--- src/design/osr_pkg.sv ---
`timescale 1ns / 1ps
// ----------------------------------------------------------------------------
// osr_pkg
// Shared constants, types and the per-bin scoring function of the
// orientation spreading block.
// ----------------------------------------------------------------------------
package osr_pkg;

  localparam int DEF_MAX_SPREAD = 16;
  localparam int DEF_MAX_WIDTH  = 1024;
  localparam int DEF_MAX_HEIGHT = 1024;

  // configuration register indexes
  localparam logic [1:0] CFG_SPREAD = 2'd0;
  localparam logic [1:0] CFG_WIDTH  = 2'd1;
  localparam logic [1:0] CFG_HEIGHT = 2'd2;

  localparam logic [4:0]  RST_SPREAD = 5'd4;
  localparam logic [10:0] RST_WIDTH  = 11'd640;
  localparam logic [10:0] RST_HEIGHT = 11'd480;

  localparam logic [2:0] HIT_SCORE  = 3'd4;
  localparam logic [2:0] NEAR_SCORE = 3'd3;

  typedef struct packed {
    logic shift;
    logic clear;
  } cell_ctl_t;

  // 4 on a direct hit, 3 when a circular neighbour bin is set
  function automatic logic [2:0] bin_score(input logic [7:0] bits, input int k);
    logic [2:0] s;
    s = 3'd0;
    if (bits[k & 7]) begin
      s = HIT_SCORE;
    end else if (bits[(k + 1) & 7] || bits[(k + 7) & 7]) begin
      s = NEAR_SCORE;
    end
    return s;
  endfunction

endpackage

--- src/design/osr_cell.sv ---
`timescale 1ns / 1ps
// ----------------------------------------------------------------------------
// osr_cell
// One column slot of the horizontal window: holds the vertical OR of one
// column and hands it to the next cell on every shift.
// ----------------------------------------------------------------------------
module osr_cell
  import osr_pkg::*;
#(
  parameter int IDX = 0,
  parameter int TW  = 5
) (
  input  logic          clk,
  input  cell_ctl_t     ctl,
  input  logic [7:0]    din,
  input  logic [TW-1:0] span,
  output logic [7:0]    dout,
  output logic [7:0]    tap
);

  logic [7:0] col_bits;

  // at a row start every slot but the first drops the previous row
  always_ff @(posedge clk) begin
    if (ctl.shift) begin
      col_bits <= (ctl.clear && IDX != 0) ? 8'd0 : din;
    end
  end

  assign dout = col_bits;
  assign tap  = (IDX < int'(span)) ? col_bits : 8'd0;

endmodule

--- config.mk ---
export PLATFORM = sky130hd
export DESIGN_NAME = osr_cell
export DESIGN_NICKNAME = d
export VERILOG_FILES = /design/src/design/osr_pkg.sv /design/src/design/osr_cell.sv
export SDC_FILE = /design/constraint.sdc
export NUM_CORES = 1
export LEC_CHECK = 0
export ABC_AREA = 1
export CORE_AREA = 2 2 39 41
export DETAILED_ROUTE_END_ITERATION = 16
export DIE_AREA = 0 0 41 43
export DONT_BUFFER_PORTS = 1
export GPL_TIMING_DRIVEN = 1
export PLACE_DENSITY_LB_ADDON = 0.1
export SYNTH_ARGS = -nofsm -noshare
export SYNTH_HDL_FRONTEND = slang
export SYNTH_SLANG_ARGS = --single-unit
--- constraint.sdc ---
create_clock -name clk -period 0.95 [get_ports clk]
set_input_delay 0.095 -clock clk [delete_from_list [all_inputs] [get_ports clk]]
set_output_delay 0.095 -clock clk [all_outputs]
set_load 0.01 [all_outputs]
==> flow_metrics.tcl, run 1 <==
set metrics [dict create \
    totalWireLength_um 635 \
    drive_gt1_share_pct 32.50 \
    rsz0062_at_grt "yes" \
    clockRootBuffer "clkbuf_4" \
    holdWs_ns 0.4047 \
    cts_buffers 3 \
    grt_pass1_vias 197 \
    die_area_um2 1763 \
    start_kind "flip-flop" \
    worstSetupPathType "flip-flop to output port" \
    outcome "finished clean" \
    gp_congestion 0.5534 \
    yosys_warnings 0 \
    finalCriticalPeriod_ns 0.9448 \
    timing.setup.tns_ns 0 \
    syn_nets 44 \
    fin_util_pct 33.18 \
    dp_cells 44 \
    grt_util_met3_pct 1.571 \
    overflow 0 \
    crit_chain "nand2_1 > inv_2" \
    power_leakage_nw 0.2151 \
    crit_buf_inv 1 \
    fp.dieW_um 41 \
    hold_depth 1 \
    stdcell_count 56 \
    synthesis.area_um2 324.1 \
    relSlewSlack_pct 75.51 \
    crit_slowest_cell "edfxtp_1" \
    drtIter0Drc 0 \
    cts_tree "done" \
    antenna_found_initial 0 \
    path_clk_slew_ns 0.05 \
    fin_nets 58 \
    dr_total_vias 227 \
    grtUsageTotal_pct 7.426 \
    holdCritStartpoint "ctl[1]" \
    ys_ff_latch 8 \
    cp_slowest_stage_delay_ns 0.44 \
    core_um2 1384 \
    p_per_area_nw_per_um2 1726 \
    worstHoldEndpoint "dout[7]" \
    critPathTopFamily "flip-flops" \
    worst_pin_slew_ns 0.3673 \
    syn2layout_area_growth_pct 41.70 \
    max_freq_mhz 1058 \
    final_cell_mix "8 x nand2_1, 8 x inv_2, 8 x edfxtp_1, 8 x dlygate4sd3_1, 3 x clkbuf_4" \
    period_share_pct 99.45 \
    routedWlPerCell_um 11.34 \
    finalHoldViolations 0 \
    largest_reg_flops 8 \
    met2_usage_pct 11.88 \
    clock_path_buffers 2 \
    die_h_um 43 \
    grt.met1_usage_pct 5.705 \
    worstPathArrival_ns 0.85 \
    synth.avg_cell_area_um2 11.57 \
    busiest_layer "met2" \
    port_buffers 0 \
    seq_area_frac_synth_pct 74.13 \
    start_util_pct 23.42 \
    htree_levels 1 \
    placementRows 14 \
    ios 32 \
    ir_drop_mv 0.6211 \
    worst_ep_required_time_ns 0.85 \
    drt_first_pass_iters 1 \
    hold_class "input pin to flip-flop" \
    finalSetupViolCount 0 \
    diodes 0 \
    end_kind "output port" \
    ys_types 6 \
    drc 0 \
    via_per_inst 4.054 \
    grt_max_degree 9 \
    drv_slew 0 \
    ant_nets 0 \
    critPathMaxFanout 2 \
    max_cap_viol_count 0 \
    clock-sinks 8 \
    synthesis.instances 28 \
    grt_pass1_wl_um 772 \
]
[cell families (layout without fill, tap and decap cells)]
kind of cell / Yosys count / count (layout) / synth area share, %
flops: 8 / 8 / 74.13
buf+inv: 9 / 21 / 10.42
simple gates: 11 / 11 / 15.44
[layout make-up]
class	count	area, um2
well taps	16	20.02
fillers	148	924.6
multi-input cells	11	50.05
inverters	9	33.78
clock buffers	3	22.52
repair buffers	9	92.59
flip-flops and latches	8	240.2
[Yosys cell counts (all sizes together)]
cell type	count	area [um2]
edfxtp	8	240.2
nand2	8	30.03
inv	9	33.78
nor2	2	10.01
nand3	1	10.01
[worst max-delay path by stage]
stage	depth (start not counted)	start	endpoint
floorplan	2	dout[0]	tap[0]
global placement	2	dout[1]	tap[1]
detailed placement	2	dout[1]	tap[1]
CTS	2	dout[1]	tap[1]
global route	2	dout[6]	tap[6]
finish	2	dout[1]	tap[1]
[what timing repair did]
item                       4_1_cts  5_1_grt
resized for setup                6        3
hold endpoints to repair        16        0
hold buffers                     9        0
pin swaps                        8        3
buffers inserted                 0        0
setup endpoints to repair        8       16
[where the power goes]
group	leakage [nW]	total, W	internal [W]	switching, W
clock	0.0138	0.000253	0.000144	0.000109
sequential	0.0783	0.000452	0.000422	0.0000298
combinational	0.123	0.0000877	0.0000381	0.0000497
[metal layers]
layer | routed length, um | share of wire [%]
met1 | 201 | 32
met2 | 343 | 54
met3 | 74 | 12
met4 | 14 | 2.2
met5 | 0 | 0
[metrics by stage]
stage               cell area (um2)  worst slack [ns]  total power, W
floorplan                     324.1            0.2955       0.0004977
global placement              344.1            0.2676       0.0005072
detailed placement            344.1            0.2564       0.0005082
CTS                           456.7          -0.01486       0.0008101
global route                  459.2          -0.05942       0.0008427
finish                        459.2          0.005192       0.0007927
Note: power is estimated with default switching activity, not from simulation.
==> run 2, diff against run 1 <==
==> constraint.sdc (replaced) <==
create_clock -name clk -period 1 [get_ports clk]
set_input_delay 0.1 -clock clk [delete_from_list [all_inputs] [get_ports clk]]
set_output_delay 0.1 -clock clk [all_outputs]
set_load 0.01 [all_outputs]
==> flow_metrics.tcl, run 2 (synthesized netlist as in run 1, its figures left out) <==
set metrics [dict create \
    port_buffers 0 \
    outcome "finished clean" \
    ios 32 \
    cts_buffers 3 \
    core_um2 1384 \
    worst_ep_required_time_ns 0.90 \
    clockRootBuffer "clkbuf_4" \
    totalWireLength_um 637 \
    clock-sinks 8 \
    drv_slew 0 \
    wl_met3_um 65 \
    ir_drop_mv 0.5859 \
    diodes 0 \
    routedWlPerCell_um 11.38 \
    dp_cells 44 \
    crit_buf_inv 1 \
    htree_levels 1 \
    p_per_area_nw_per_um2 1638 \
    antenna_found_initial 0 \
    via_per_inst 4.054 \
    grt_pass1_wl_um 779 \
    dr_total_vias 227 \
    period_share_pct 95.36 \
    finalCriticalPeriod_ns 0.9536 \
    placementRows 14 \
    postCtsSetupBuffers 0 \
    finalSetupViolCount 0 \
    cp_slowest_stage_delay_ns 0.44 \
    relSlewSlack_pct 76.03 \
    syn2layout_area_growth_pct 40.93 \
    crit_chain "nand2_1 > inv_1" \
    ant_nets 0 \
    drive_gt1_share_pct 17.50 \
    fin_nets 58 \
    max_freq_mhz 1049 \
    grt_pass1_vias 200 \
    drc 0 \
    worst_pin_slew_ns 0.3584 \
    end_kind "output port" \
    total_power_w 0.0007480 \
    finalHoldViolations 0 \
    critPathMaxFanout 2 \
    overflow 0 \
    die_area_um2 1763 \
    largest_reg_flops 8 \
    fp.dieW_um 41 \
    grtUsageTotal_pct 7.426 \
    worstPathArrival_ns 0.85 \
    cts_tree "done" \
    critPathTopFamily "flip-flops" \
    stdcell_count 56 \
    hold_class "input pin to flip-flop" \
    start_util_pct 23.42 \
    grt_max_degree 9 \
    rsz0062_at_grt "yes" \
    crit_slowest_cell "edfxtp_1" \
    top_layer_used "met4" \
    worstSetupPathType "flip-flop to output port" \
    clock_path_buffers 2 \
    final_common_cell "dlygate4sd3_1" \
    final_cell_mix "9 x dlygate4sd3_1, 8 x nand2_1, 8 x edfxtp_1" \
    drtIter0Drc 0 \
    wl_met1_um 212 \
    power_leakage_nw 0.2130 \
    gp_congestion 0.5534 \
    max_cap_viol_count 0 \
    start_kind "flip-flop" \
    path_clk_slew_ns 0.05 \
    fin_util_pct 33.00 \
    die_h_um 43 \
    fillers 149 \
    wl_met2_um 344 \
    drt_first_pass_iters 1 \
]
==> run 2: cell count changes in the layout (fill, tap and decap cells not counted), sizes merged <==
cell,delta
dlymetal6s4s,-1
dlygate4sd3,+1
==> run 2: path summary, 6_finish.rpt <==
check | from | end | slack [ns] | cells past startpoint
max | dout[0] | tap[0] | 0.05 | 2
min | din[1] | dout[1] | 0.48 | 1
==> run 2: layout make-up <==
class	count	area (um2)	share of cell area, %
clock buffer	3	22.52	4.932
multi-input combinational	11	50.05	10.96
tap	16	20.02	4.384
inverter	9	33.78	7.397
timing repair buffer	9	90.09	19.73
sequential	8	240.2	52.60
==> run 2: layer usage <==
metal  up-vias  global-route usage, %
met1        95                  5.705
met2        21                  11.88
met4         0                  10.00
met3         2                  1.571
li1        109                      -
met5         -                      0
==> run 2: what timing repair did <==
item,in CTS,in global routing
hold endpoints to repair,16,0
resized for setup,0,2
setup endpoints to repair,0,4
hold buffers,9,0
==> run 2: stage by stage <==
step / cell area [um2] / worst slack [ns] / hold slack, ns / setup TNS, ns
finish: 456.7 / 0.04638 / 0.4780 / 0
floorplan: 324.1 / 0.3405 / 0.1989 / 0
global placement: 344.1 / 0.3126 / 0.1989 / 0
global route: 456.7 / -0.01446 / 0.4677 / -0.02146
detailed placement: 344.1 / 0.3014 / 0.1989 / 0
CTS: 456.7 / 0.01886 / 0.4570 / 0
==> run 2: report_power, final <==
| group | internal (W) | leakage (nW) | total (W) | switching [W] |
|---|---|---|---|---|
| logic | 0.0000345 | 0.121 | 0.0000781 | 0.0000437 |
| registers | 0.000401 | 0.0783 | 0.000429 | 0.0000284 |
| clock network | 0.000137 | 0.0138 | 0.000240 | 0.000103 |
| total | 0.000573 | 0.213 | 0.000748 | 0.000175 |
